File: src/rtl/core/crs_pkg.sv
`timescale 1ns / 1ps
// ----------------------------------------------------------------------------
// crs_pkg
// Types and constants shared by the clip rectangle stack core and its parts.
// ----------------------------------------------------------------------------
package crs_pkg;

  localparam int COORD_W  = 16;
  localparam int MARGIN_W = 10;

  typedef enum logic [1:0] {
    FUNC_BEGIN = 2'd0,
    FUNC_PUSH  = 2'd1,
    FUNC_POP   = 2'd2,
    FUNC_QUERY = 2'd3
  } func_t;

  typedef enum logic [1:0] {
    ST_IDLE,
    ST_EXEC,
    ST_SCIS
  } state_t;

  typedef struct packed {
    logic signed [COORD_W-1:0] x;
    logic signed [COORD_W-1:0] y;
    logic signed [COORD_W-1:0] w;
    logic signed [COORD_W-1:0] h;
  } rect_t;

  localparam int RECT_W = $bits(rect_t);

  typedef struct packed {
    logic [15:0] left;
    logic [14:0] top;
    logic [15:0] right;
    logic [15:0] bottom;
  } scis_t;

endpackage

File: src/rtl/core/clip_rect_stack_core.sv
`timescale 1ns / 1ps
// ----------------------------------------------------------------------------
// clip_rect_stack_core
// Stack of clip rectangles held in a RAM; begin, push, pop and query commands,
// each answered with the top entry and, where it changes, a screen scissor.
// ----------------------------------------------------------------------------
//  channel   handshake             payload
//  command   start / busy          func, rect_x, rect_y, rect_w, rect_h
//  result    done (one cycle)      status, scissor_*, clip_*, stack_depth
//  config    cfg_wr_en             cfg_wr_data (side margin)
//
// a command passes through stack RAM read, modify and write back, and scissor
// mapping; the result strobe follows in the next cycle, while the next command
// may already be accepted. the registered RAM read and the split of the intersect
// and scissor arithmetic set these steps.
// reset empties the stack and clears the margin; the RAM holds no reset value.
// results cannot be stalled by the receiver.
// ----------------------------------------------------------------------------
module clip_rect_stack_core import crs_pkg::*; #(
  parameter int STACK_DEPTH    = 16,
  parameter int LOGICAL_WIDTH  = 320,
  parameter int LOGICAL_HEIGHT = 240,
  parameter int SCREEN_W       = 320,
  parameter int SCREEN_H       = 240,
  localparam int AW = $clog2(STACK_DEPTH),
  localparam int DW = $clog2(STACK_DEPTH + 1)
) (
  input  logic                      clk,
  input  logic                      rst,
  input  logic                      start,
  output logic                      busy,
  input  logic [1:0]                func,
  input  logic signed [COORD_W-1:0] rect_x,
  input  logic signed [COORD_W-1:0] rect_y,
  input  logic signed [COORD_W-1:0] rect_w,
  input  logic signed [COORD_W-1:0] rect_h,
  input  logic                      cfg_wr_en,
  input  logic [MARGIN_W-1:0]       cfg_wr_data,
  output logic                      done,
  output logic                      status,
  output logic                      scissor_emit,
  output logic [15:0]               scissor_left,
  output logic [14:0]               scissor_top,
  output logic [15:0]               scissor_right,
  output logic [15:0]               scissor_bottom,
  output logic                      clip_valid,
  output logic signed [COORD_W-1:0] clip_x,
  output logic signed [COORD_W-1:0] clip_y,
  output logic signed [COORD_W-1:0] clip_w,
  output logic signed [COORD_W-1:0] clip_h,
  output logic [DW-1:0]             stack_depth
);

  localparam logic [DW-1:0] DEPTH_FULL = DW'(STACK_DEPTH);
  localparam logic [DW-1:0] DEPTH_ONE  = DW'(1);
  localparam logic [DW-1:0] DEPTH_TWO  = DW'(2);

  state_t state, state_next;

  logic [MARGIN_W-1:0] margin;
  logic [DW-1:0]       depth;
  func_t               cmd;
  rect_t               in_rect;

  // result of the modify step
  rect_t ent;
  logic  ent_status;
  logic  ent_emit;
  logic  ent_valid;

  rect_t         ent_next;
  logic          status_next;
  logic          emit_next;
  logic [DW-1:0] depth_next;

  logic          ram_we;
  logic [AW-1:0] ram_waddr;
  logic [AW-1:0] ram_raddr;
  rect_t         ram_rdata;

  rect_t                     frame;
  rect_t                     isect;
  logic signed [COORD_W-1:0] i_left, i_top, i_right, i_bottom;
  logic signed [COORD_W-1:0] a_r, a_b, b_r, b_b;

  scis_t scis;

  logic accept;

  assign busy   = (state != ST_IDLE);
  assign accept = start && !busy;

  crs_ram #(
    .WIDTH(RECT_W),
    .DEPTH(STACK_DEPTH)
  ) u_stack (
    .clk   (clk),
    .we    (ram_we),
    .waddr (ram_waddr),
    .wdata (ent_next),
    .raddr (ram_raddr),
    .rdata (ram_rdata)
  );

  crs_scissor #(
    .SCREEN_W(SCREEN_W),
    .SCREEN_H(SCREEN_H)
  ) u_scis (
    .r      (ent),
    .margin (margin),
    .s      (scis)
  );

  // pop reads the entry that becomes the top, everything else the current top
  always_comb begin
    if (depth == '0) begin
      ram_raddr = '0;
    end else if (func_t'(func) == FUNC_POP && depth >= DEPTH_TWO) begin
      ram_raddr = AW'(depth - DEPTH_TWO);
    end else begin
      ram_raddr = AW'(depth - DEPTH_ONE);
    end
  end

  // full-frame rectangle and intersection with the top entry
  always_comb begin
    frame.x = 16'sd0 - {6'b0, margin};
    frame.y = '0;
    frame.w = 16'(LOGICAL_WIDTH) + {5'b0, margin, 1'b0};
    frame.h = 16'(LOGICAL_HEIGHT);

    a_r = ram_rdata.x + ram_rdata.w;
    a_b = ram_rdata.y + ram_rdata.h;
    b_r = in_rect.x + in_rect.w;
    b_b = in_rect.y + in_rect.h;
    i_left   = (ram_rdata.x > in_rect.x) ? ram_rdata.x : in_rect.x;
    i_top    = (ram_rdata.y > in_rect.y) ? ram_rdata.y : in_rect.y;
    i_right  = (a_r < b_r) ? a_r : b_r;
    i_bottom = (a_b < b_b) ? a_b : b_b;
    if (i_right <= i_left || i_bottom <= i_top) begin
      isect.x = in_rect.x;
      isect.y = in_rect.y;
      isect.w = 16'sd1;
      isect.h = 16'sd1;
    end else begin
      isect.x = i_left;
      isect.y = i_top;
      isect.w = i_right - i_left;
      isect.h = i_bottom - i_top;
    end
  end

  // modify step
  always_comb begin
    ent_next    = ram_rdata;
    status_next = 1'b0;
    emit_next   = 1'b0;
    depth_next  = depth;
    ram_we      = 1'b0;
    ram_waddr   = '0;
    if (state == ST_EXEC) begin
      unique case (cmd)
        FUNC_BEGIN: begin
          ent_next   = frame;
          ram_we     = 1'b1;
          ram_waddr  = '0;
          depth_next = DEPTH_ONE;
          emit_next  = 1'b1;
        end
        FUNC_PUSH: begin
          if (depth == '0 || depth == DEPTH_FULL) begin
            status_next = 1'b1;
          end else begin
            ent_next   = isect;
            ram_we     = 1'b1;
            ram_waddr  = AW'(depth);
            depth_next = depth + DEPTH_ONE;
            emit_next  = 1'b1;
          end
        end
        FUNC_POP: begin
          if (depth <= DEPTH_ONE) begin
            status_next = 1'b1;
          end else begin
            depth_next = depth - DEPTH_ONE;
            emit_next  = 1'b1;
          end
        end
        FUNC_QUERY: begin
          status_next = (depth == '0);
        end
        default: begin
          status_next = 1'b0;
        end
      endcase
    end
  end

  always_comb begin
    state_next = state;
    unique case (state)
      ST_IDLE: begin
        if (start) begin
          state_next = ST_EXEC;
        end
      end
      ST_EXEC: begin
        state_next = ST_SCIS;
      end
      ST_SCIS: begin
        state_next = ST_IDLE;
      end
      default: begin
        state_next = ST_IDLE;
      end
    endcase
  end

  always_ff @(posedge clk) begin
    if (rst) begin
      state  <= ST_IDLE;
      depth  <= '0;
      margin <= '0;
      done   <= 1'b0;
    end else begin
      state <= state_next;
      done  <= (state == ST_SCIS);
      if (cfg_wr_en) begin
        margin <= cfg_wr_data;
      end
      if (state == ST_EXEC) begin
        depth <= depth_next;
      end
    end
  end

  always_ff @(posedge clk) begin
    if (accept) begin
      cmd       <= func_t'(func);
      in_rect.x <= rect_x;
      in_rect.y <= rect_y;
      in_rect.w <= rect_w;
      in_rect.h <= rect_h;
    end
    if (state == ST_EXEC) begin
      ent        <= ent_next;
      ent_status <= status_next;
      ent_emit   <= emit_next;
      ent_valid  <= (depth_next != '0);
    end
    if (state == ST_SCIS) begin
      status         <= ent_status;
      scissor_emit   <= ent_emit;
      scissor_left   <= ent_emit ? scis.left   : '0;
      scissor_top    <= ent_emit ? scis.top    : '0;
      scissor_right  <= ent_emit ? scis.right  : '0;
      scissor_bottom <= ent_emit ? scis.bottom : '0;
      clip_valid     <= ent_valid;
      clip_x         <= ent_valid ? ent.x : '0;
      clip_y         <= ent_valid ? ent.y : '0;
      clip_w         <= ent_valid ? ent.w : '0;
      clip_h         <= ent_valid ? ent.h : '0;
      stack_depth    <= depth;
    end
  end

endmodule

File: src/rtl/core/crs_ram.sv
`timescale 1ns / 1ps
// ----------------------------------------------------------------------------
// crs_ram
// Generic single write port, single read port RAM with registered read data.
// ----------------------------------------------------------------------------
module crs_ram #(
  parameter int WIDTH = 64,
  parameter int DEPTH = 16,
  localparam int AW = (DEPTH > 1) ? $clog2(DEPTH) : 1
) (
  input  logic             clk,
  input  logic             we,
  input  logic [AW-1:0]    waddr,
  input  logic [WIDTH-1:0] wdata,
  input  logic [AW-1:0]    raddr,
  output logic [WIDTH-1:0] rdata
);

  logic [WIDTH-1:0] mem [DEPTH];

  always_ff @(posedge clk) begin
    if (we) begin
      mem[waddr] <= wdata;
    end
    rdata <= mem[raddr];
  end

endmodule

File: src/rtl/core/crs_scissor.sv
`timescale 1ns / 1ps
// ----------------------------------------------------------------------------
// crs_scissor
// Maps a logical clip rectangle to a clamped screen scissor rectangle.
// ----------------------------------------------------------------------------
module crs_scissor import crs_pkg::*; #(
  parameter int SCREEN_W = 320,
  parameter int SCREEN_H = 240
) (
  input  rect_t                r,
  input  logic [MARGIN_W-1:0]  margin,
  output scis_t                s
);

  localparam logic signed [17:0] SW = 18'(SCREEN_W);
  localparam logic signed [17:0] SH = 18'(SCREEN_H);

  logic signed [COORD_W-1:0] xr;
  logic signed [COORD_W-1:0] yb;
  logic signed [17:0] l, rt, t, b;
  logic signed [17:0] lc, rc, tc, bc;

  always_comb begin
    xr = r.x + r.w;
    yb = r.y + r.h;
    // screen x is logical x plus margin, no wrap
    l  = {{2{r.x[15]}}, r.x} + {8'b0, margin};
    rt = {{2{xr[15]}}, xr} + {8'b0, margin};
    t  = {{2{r.y[15]}}, r.y};
    b  = {{2{yb[15]}}, yb};

    lc = (l < 18'sd0) ? 18'sd0 : l;
    tc = (t < 18'sd0) ? 18'sd0 : t;
    rc = (rt > SW) ? SW : rt;
    bc = (b > SH) ? SH : b;
    if (rc <= lc) begin
      rc = lc + 18'sd1;
    end
    if (bc <= tc) begin
      bc = tc + 18'sd1;
    end

    s.left   = lc[15:0];
    s.top    = tc[14:0];
    s.right  = rc[15:0];
    s.bottom = bc[15:0];
  end

endmodule

File: config.mk
export PLATFORM = sky130hd
export DESIGN_NAME = clip_rect_stack_core
export DESIGN_NICKNAME = d
export VERILOG_FILES = /design/src/rtl/core/crs_pkg.sv /design/src/rtl/core/clip_rect_stack_core.sv /design/src/rtl/core/crs_ram.sv /design/src/rtl/core/crs_scissor.sv
export SDC_FILE = /design/constraint.sdc
export NUM_CORES = 2
export LEC_CHECK = 0
export BUFFER_PORTS_ARGS = -buffer_cell sky130_fd_sc_hd__clkbuf_2
export CORE_ASPECT_RATIO = 1.75
export CORE_UTILIZATION = 49
export CTS_CLUSTER_SIZE = 24
export DETAILED_ROUTE_END_ITERATION = 16
export GPL_TIMING_DRIVEN = 0
export PLACE_DENSITY = 0.65
export RECOVER_POWER = 100
export SYNTH_ARGS = -nofsm -noshare
export SYNTH_HDL_FRONTEND = slang
export SYNTH_SLANG_ARGS = --single-unit
File: constraint.sdc
create_clock -name clk -period 10.2 [get_ports clk]
set_clock_uncertainty 0.1 [all_clocks]
set_input_delay 1.53 -clock clk [delete_from_list [all_inputs] [get_ports clk]]
set_output_delay 1.53 -clock clk [all_outputs]
set_load 0.02 [all_outputs]
==> flow_metrics.py <==
metrics = {
    "outcome": {
        "status": "finished, violations left",
        "violations": "max-capacitance violations, max-slew violations",
    },
    "final_layout": {
        "area_growth_syn_to_layout_pct": 11.2,
        "fin_nets": 5700,
        "multi_input_area_um2": 21200,
        "drive_gt1_share_pct": 6.65,
        "final_common_cell": "edfxtp_1",
        "register_area_um2": 40400,
        "mostFrequentLayoutCells": "1,292 x edfxtp_1, 649 x nand2_1, 427 x clkbuf_1",
        "fin_util_pct": 54.9,
        "fillCellCount": 10800,
    },
    "worst_setup_path": {
        "required_ns": 10.50,
        "path_depth": 30,
        "rr_startpoint": "in_rect[32]",
        "critPathKind": "reg -> reg",
        "max_stage_delay_ns": 0.87,
        "crit_path_end": "u_stack.mem[5][54]",
        "crit_family": "compound AO/OA/AOI/OAI gates",
        "rrSetupSlack_ns": 0.45,
        "worstPathMaxFanout": 16,
        "path_common_cell": "o21ai_0",
        "end_kind": "flop",
        "timing.rr.end": "u_stack.mem[5][54]",
        "cp.arrival_ns": 10.06,
        "worstSetupStartpoint": "in_rect[32]",
        "startpoint_type": "flop",
        "worst_r2r_path_depth": 30,
        "critPathSlowestCell": "clkbuf_1",
        "worst-path-buf-inv": 3,
    },
    "synth": {
        "synth-async-reset-ratio_pct": 0,
        "synth.avg_cell_area_um2": 12.8,
        "synth_top_area_cell": "edfxtp_1",
        "synth.distinct_cells": 93,
        "synth-seq-area-share_pct": 63.9,
        "syn-instance-count": 4959,
        "synth_nets": 5299,
        "synth_top_area_share_pct": 61.3,
        "dominantRegCellSynth": "edfxtp_1",
        "synth-edff-count": 1292,
        "ys_ff_latch": 1374,
        "ys_top_cells_by_area": "edfxtp_1 61%, ha_1 4.9%, a211oi_1 4.0%",
        "netlist_area_um2": 63300,
        "ys_warn_count": 0,
    },
    "place": {
        "dp_hpwl_um": 158000,
        "place_congestion": 0.988,
        "port_buffers": 214,
    },
    "worst_hold_path": {
        "hold_path_depth": 0,
        "holdCritPathClass": "reg -> reg",
    },
    "power": {
        "power_frac_comb_pct": 31.1,
        "seqPwrFrac_pct": 41.1,
        "p_int_w": 0.0107,
        "p_clk_share_pct": 27.8,
        "p_leak_nw": 24.3,
        "powerDensity_nw_per_um2": 231,
        "ir_drop_uv": 181,
        "switching_share_pct": 34.1,
        "p_switching_w": 0.00556,
    },
    "cts": {
        "cts.sinks": 1374,
        "cts-resized-gates": 0,
        "cts_hold_buf": 0,
        "cts_root_buf": "clkbuf_16",
        "cts_tree": "built",
        "cts_inserted_buffers": 118,
        "cts_buffer_depth": 3,
        "cts.clk_slew.worst_paths_ns": 0.07,
        "clk_latency_ns": 0.77,
        "cts_setup_buffers": 0,
        "htreeDepth": 3,
    },
    "sta": {
        "tightest_slew_ns": 3.22,
        "final-setup-viol-count": 0,
        "period_needed_ns": 9.75,
        "rsz0062_at_grt": "no",
        "slew_viol_final": 1297,
        "whs_ns": 0.412,
        "hold_viol_final": 0,
        "slew_headroom_pct": -116,
        "finalCritPeriodShare_pct": 95.6,
        "fin_tns_setup_ns": 0,
        "clock.fmax_ghz": 0.103,
    },
    "grt": {
        "grt.total_usage_pct": 32.3,
        "grt_pass1_vias": 43800,
        "antenna_found_initial": 26,
        "grt_max_degree": 73,
        "grt-ovfl-total": 0,
        "grt_pass1_wl_um": 298000,
    },
    "detailed_routing": {
        "wl_per_cell_um": 29.8,
        "ant_nets": 0,
        "vias_per_cell": 6.20,
        "vias": 44300,
        "drcViolationCount": 0,
        "wirelength_um": 213000,
        "drt_iter0_markers": 4294,
        "dr.pass1.iters": 5,
    },
    "floorplanning": {
        "die_y_um": 478,
        "start_util_pct": 49.4,
        "row_count": 174,
        "core_region_area_um2": 128000,
        "io_pins": 217,
        "die_w_um": 274,
        "die_area_um2": 131000,
    },
    "flow_run": {
        "maxCapViolCount": 55,
    },
}
==> metal layers <==
| layer | part of all wire, % | up-vias | track usage [%] |
|---|---|---|---|
| met5 | 0.053 | - | 0 |
| met4 | 10 | 12 | 28.6 |
| met3 | 6.5 | 726 | 5.15 |
| met2 | 51 | 2072 | 56.3 |
| met1 | 33 | 21900 | 33.0 |
| li1 | - | 19600 | - |
==> layout make-up <==
cell class,count,share of cell area [%]
clock inverters,83,1.10
plain buffers,272,1.63
multi-input cells,3186,30.1
flip-flops and latches,1374,57.4
well taps,1672,2.97
repair buffers,281,1.65
diodes,14,0.0498
inverters,127,0.679
clock buffers,138,4.36
==> how the worst min path moves through the flow <==
stage	startpoint	to	slack (ns)
2_1_floorplan	ent_status	status	0.30
3_3_place_gp	ent_status	status	0.38
3_5_place_dp	ent_valid	clip_valid	0.39
4_1_cts	ent_status	status	0.41
5_1_grt	ent_status	status	0.42
6_report	ent_status	status	0.41
==> power by group through the flow <==
stage | logic [W] | clock network, W | registers (W)
finish | 0.00506 | 0.00454 | 0.00670
global placement | 0.00493 | 0 | 0.00683
floorplan | 0.00335 | 0 | 0.00672
global route | 0.00539 | 0.00477 | 0.00669
detailed placement | 0.00515 | 0 | 0.00680
CTS | 0.00518 | 0.00457 | 0.00668
==> state kept, by name, indices dropped and copies added, names as in the netlist, 2 cells and up <==
register        cells
scissor_right      16
clip_h             16
in_rect            64
scissor_bottom     16
clip_w             16
u_stack.rdata      64
stack_depth         5
margin             10
clip_x             16
u_stack.mem      1024
scissor_left       16
clip_y             16
scissor_top        15
depth               5
cmd                 2
ent                64
state               2
==> metrics by stage <==
stage	std cells	setup slack [ns]	power (W)	cell area, um2
2_1_floorplan	4959	2.88	0.0101	63300
4_1_cts	7133	0.643	0.0164	71900
3_5_place_dp	6912	0.677	0.0119	68100
3_3_place_gp	6845	-0.972	0.0118	66500
6_report	7147	0.445	0.0163	70400
5_1_grt	7137	0.0707	0.0168	70400
==> cells by family (layout without fill, tap and decap cells) <==
logic type                 Yosys count  after routing  synth area share, %
buffers and inverters              399            901                 2.60
AOI/OAI and AO/OA                 1244           1244                 13.8
and+or+nand+nor                   1437           1437                 10.9
adders and majority gates          260            260                 5.26
other                                0             14                    0
DFF                               1374           1374                 63.9
muxes                               78             78                 1.29
xor gates and xnor gates           167            167                 2.31
==> synthesized netlist by cell type (20+ instances only) <==
cell type	count
a211oi_1	341
a21o_1	59
a21oi_1	242
a22o_1	24
a22oi_1	23
a311oi_1	132
a31oi_1	146
and2_1	339
and3_1	20
buf_2	61
clkbuf_1	186
dfxtp_1	82
edfxtp_1	1292
ha_1	250
inv_1	127
mux2i_1	57
nand2_1	649
nand2b_1	34
nand3_1	53
nand4_1	25
nor2_1	155
nor2b_1	41
nor3_1	51
o21a_1	29
o21ai_0	102
or3_1	22
xnor2_1	112
xor2_1	55
Power figures use the tool's default switching activity.
